===== config.mk =====
export PLATFORM = sky130hd
export DESIGN_NAME = pdoc_square
export DESIGN_NICKNAME = d
export VERILOG_FILES = /design/src/design/pdoc_pkg.sv /design/src/design/pdoc_square.sv
export SDC_FILE = /design/constraint.sdc
export NUM_CORES = 1
export LEC_CHECK = 0
export BUFFER_PORTS_ARGS = -buffer_cell sky130_fd_sc_hd__buf_4
export CORE_MARGIN = 3
export CORE_UTILIZATION = 25
export DETAILED_ROUTE_END_ITERATION = 10
export HOLD_SLACK_MARGIN = 0.02
export PLACE_DENSITY = 0.39
export SYNTH_ARGS = -nofsm -noshare
export SYNTH_HDL_FRONTEND = slang
export SYNTH_SLANG_ARGS = --single-unit

===== constraint.sdc =====
create_clock -name clk -period 12.5 [get_ports clk]
set_clock_uncertainty 0.15 [all_clocks]
set_input_delay 1.25 -clock clk [delete_from_list [all_inputs] [get_ports clk]]
set_output_delay 1.25 -clock clk [all_outputs]
set_load 0.1 [all_outputs]

===== src/design/pdoc_pkg.sv =====
// Package for the periodic disk overlap checker.
// Holds store sizing, command and register codes, and the payload structs.
// No dependencies.
package pdoc_pkg;

	localparam int STORE_DEPTH = 1024;
	localparam int ADDR_W = (STORE_DEPTH > 1) ? $clog2(STORE_DEPTH) : 1;
	localparam int CNT_W = $clog2(STORE_DEPTH + 1);

	localparam int COORD_W = 24;
	localparam int GAP_W = COORD_W + 1;
	localparam int SQ_W = 2 * GAP_W;
	localparam int STORED_W = 11;
	localparam int SCAN_W = 11;

	localparam logic [1:0] CMD_CLEAR = 2'd0;
	localparam logic [1:0] CMD_APPEND = 2'd1;
	localparam logic [1:0] CMD_QUERY = 2'd2;

	localparam logic [1:0] REG_BOX_WIDTH = 2'd0;
	localparam logic [1:0] REG_BOX_HEIGHT = 2'd1;
	localparam logic [1:0] REG_DIAMETER = 2'd2;

	typedef struct packed {
		logic [1:0] command;
		logic [COORD_W-1:0] pos_x;
		logic [COORD_W-1:0] pos_y;
		logic [SCAN_W-1:0] scan_count;
	} pdoc_in_t;

	typedef struct packed {
		logic overlap;
		logic store_full;
		logic [STORED_W-1:0] stored_count;
	} pdoc_out_t;

	typedef struct packed {
		logic [COORD_W-1:0] x;
		logic [COORD_W-1:0] y;
	} pdoc_centre_t;

endpackage


===== src/design/pdoc_square.sv =====
// Shared squaring unit of the periodic disk overlap checker.
// One registered 25 by 25 bit square per cycle; uses pdoc_pkg.
module pdoc_square (
	input  logic clk,
	input  logic [pdoc_pkg::GAP_W-1:0] operand,
	output logic [pdoc_pkg::SQ_W-1:0] square
);
	import pdoc_pkg::*;

	logic [SQ_W-1:0] square_q;

	always_ff @(posedge clk) begin
		square_q <= SQ_W'(operand) * SQ_W'(operand);
	end

	assign square = square_q;

endmodule


==> summary.txt <==
Clock tree
  – # clock sinks: 49
  – Clock buffer depth: 2
  – Hold_buf cts: 0
  – Root buf cell: clkbuf_16
  – H-Tree Depth: 2
  – CTS Buf Count: 5
  – CTS tree: yes
  – Post-CTS sizing: 0
  – Setup bufs post-CTS: 0
  – CTS clk-pin slew, worst paths: 0.08 ns

STA
  – Worst-Margin Slew: 0.620 ns
  – Final number of setup-violating endpoints: 0
  – Period utilization: 66.8%
  – Final hold viol count: 0
  – RSZ-0062 raised after global routing: no
  – FMAX: 120 MHz
  – Fin crit period: 8.34 ns
  – Max-Slew Margin vs Limit: 58.2%
  – Pins over their slew limit: 0
  – Fin Setup TNS: 0 ns

Floorplanning
  – Row count: 100
  – Die W: 281 um
  – Core area: 0.0747 mm^2
  – DIE HEIGHT: 281 um
  – Ports: 76
  – Initial Util: 25.3%
  – Die area: 0.0791 mm^2

Detailed routing
  – 1st-pass router iterations: 5
  – Vias per cell: 4.27
  – Residual antenna-violating net count after detailed routing: 0
  – DR vias: 13000
  – Total Routed Length: 52500 um
  – DRC viols: 0
  – Initial drt markers: 529
  – WL/cell: 17.3 um

Yosys
  – Syn nets: 2732
  – Netlist cell types: 53
  – Ys async rst share: 0%
  – Area contributors post-synth: fa_1, inv_1, ha_1
  – Seq/Total Area, Yosys: 5.18%
  – Main synth FF type: dfxtp_1
  – Yosys reg bits: 49
  – EDFF count, synth: 0
  – Synthesized area per cell: 9.23 um^2
  – Syn Inst Count: 2052
  – Largest area contributor in the netlist: fa_1
  – Netlist Area Pre-Place: 0.0189 mm^2
  – Most frequent cell after synthesis: inv_1
  – Top cell type's share of synthesized area: 49.3%
  – Synth cell count leaders: inv_1, fa_1, ha_1
  – Warnings, synthesis: 0

Global route
  – GRT busiest layer: met2
  – Met2 Use GR: 26.5%
  – Largest net degree at the start of global routing: 29
  – First-pass GRT wire length: 83800 um
  – Met3 Use GR: 1.26%
  – Remaining Overflow, GRT: 0
  – Initial antenna violation count: 1
  – Tot GR Track Use: 13.8%
  – GRT met1 Usage: 17.1%
  – Vias in the first global route: 14900

Finish
  – Share of layout cells above drive strength 1: 4.70%
  – Max reg flops: 49
  – Final nets: 2745
  – Area growth, synth to finish: 8.81%

Worst hold path
  – Hold Path Origin: operand[0]
  – Worst Hold Class: primary input to register

Worst setup path
  – Critical path startpoint: operand[20]
  – CP endpoint kind: register
  – CP arrival: 8.44 ns
  – Setup CP Type: primary input to register
  – Worst endpoint required time: 12.59 ns
  – Worst Path Max Fanout: 20
  – CP startpoint kind: primary input

Placement
  – Final GP Congestion: 0.825
  – IO buf count: 74
  – Hpwl dp: 43900 um

Status
  – Outcome: complete, no violations

Job
  – Max Cap Violations: 0
final cells by class:
type | instances | area [um^2]
diodes | 1 | 2.50
clock buffers | 5 | 125
clock inverters | 3 | 47.5
fillers | 8087 | 54100
inverters | 655 | 2460
multi-input cells | 1280 | 15200
flip-flops and latches | 49 | 981
well taps | 969 | 1210
repair buffers | 74 | 556
worst max-delay path, cell delays in order:
cell and delay, ns:
buf_4 0.27, inv_1 0.32, nor2_1 0.39, fa_1 0.51
fa_1 0.53, fa_1 0.55, inv_1 0.06, fa_1 0.50
inv_1 0.05, fa_1 0.48, fa_1 0.52, inv_1 0.06
fa_1 0.51, inv_1 0.06, ha_1 0.37, and2_1 0.23
nand3_1 0.20, nor3_1 0.08, o21ai_0 0.25, o211ai_1 0.31
a311oi_2 0.47, nor3_1 0.10, nor3_1 0.19, xnor2_1 0.14
final timing paths:
| check | to | slack [ns] | depth (start not counted) |
|---|---|---|---|
| worst min-delay path | square[0]$_DFF_P_ | 1.13 | 1 |
| worst max-delay path | square[46]$_DFF_P_ | 4.16 | 24 |
stage by stage:
step	worst slack [ns]	cell area, um^2	hold WS (ns)	util (%)	instances
2_1_floorplan	4.78	18900	1.13	-	2052
3_3_place_gp	3.80	20400	1.45	27.3	3027
3_5_place_dp	3.84	20400	1.45	27.3	3027
4_1_cts	4.16	20600	1.12	27.6	3035
5_1_grt	3.75	20600	1.13	27.6	3035
6_report	4.16	20600	1.13	27.6	3036
cells in the final DEF, fill, tap and decap left out, drive strengths merged, types with 4 or more instances in the layout:
master | netlist | final
a211oi | 4 | 4
a21o | 32 | 32
a21oi | 50 | 50
a31oi | 6 | 6
and2 | 131 | 131
and3 | 6 | 6
buf | 8 | 74
clkbuf | 60 | 5
dfxtp | 49 | 49
fa | 466 | 466
ha | 188 | 188
inv | 655 | 657
nand2 | 181 | 181
nand3 | 19 | 19
nand4 | 12 | 12
nor2 | 43 | 43
nor2b | 8 | 8
nor3 | 8 | 8
o211ai | 4 | 4
o21ai | 27 | 27
o21bai | 7 | 7
xnor2 | 36 | 36
xor2 | 20 | 20
logic make-up after synthesis:
family / synth area share [%]
AO/OA/AOI/OAI: 5.19
XOR/XNOR: 2.59
adder cells (fa/ha/maj): 61.7
buffers and inverters: 14.4
flip-flops: 5.18
multiplexers: 0.112
other: 0.0198
AND/OR/NAND/NOR: 10.8
metal layers:
metal | routed length, um | part of all wire, %
met2 | 28600 | 54
met3 | 1370 | 2.6
met4 | 604 | 1.1
met5 | 0 | 0
met1 | 22000 | 42
Power is not shown: default switching activity piles up to over one toggle a cycle in this logic, so the estimate is an artifact.
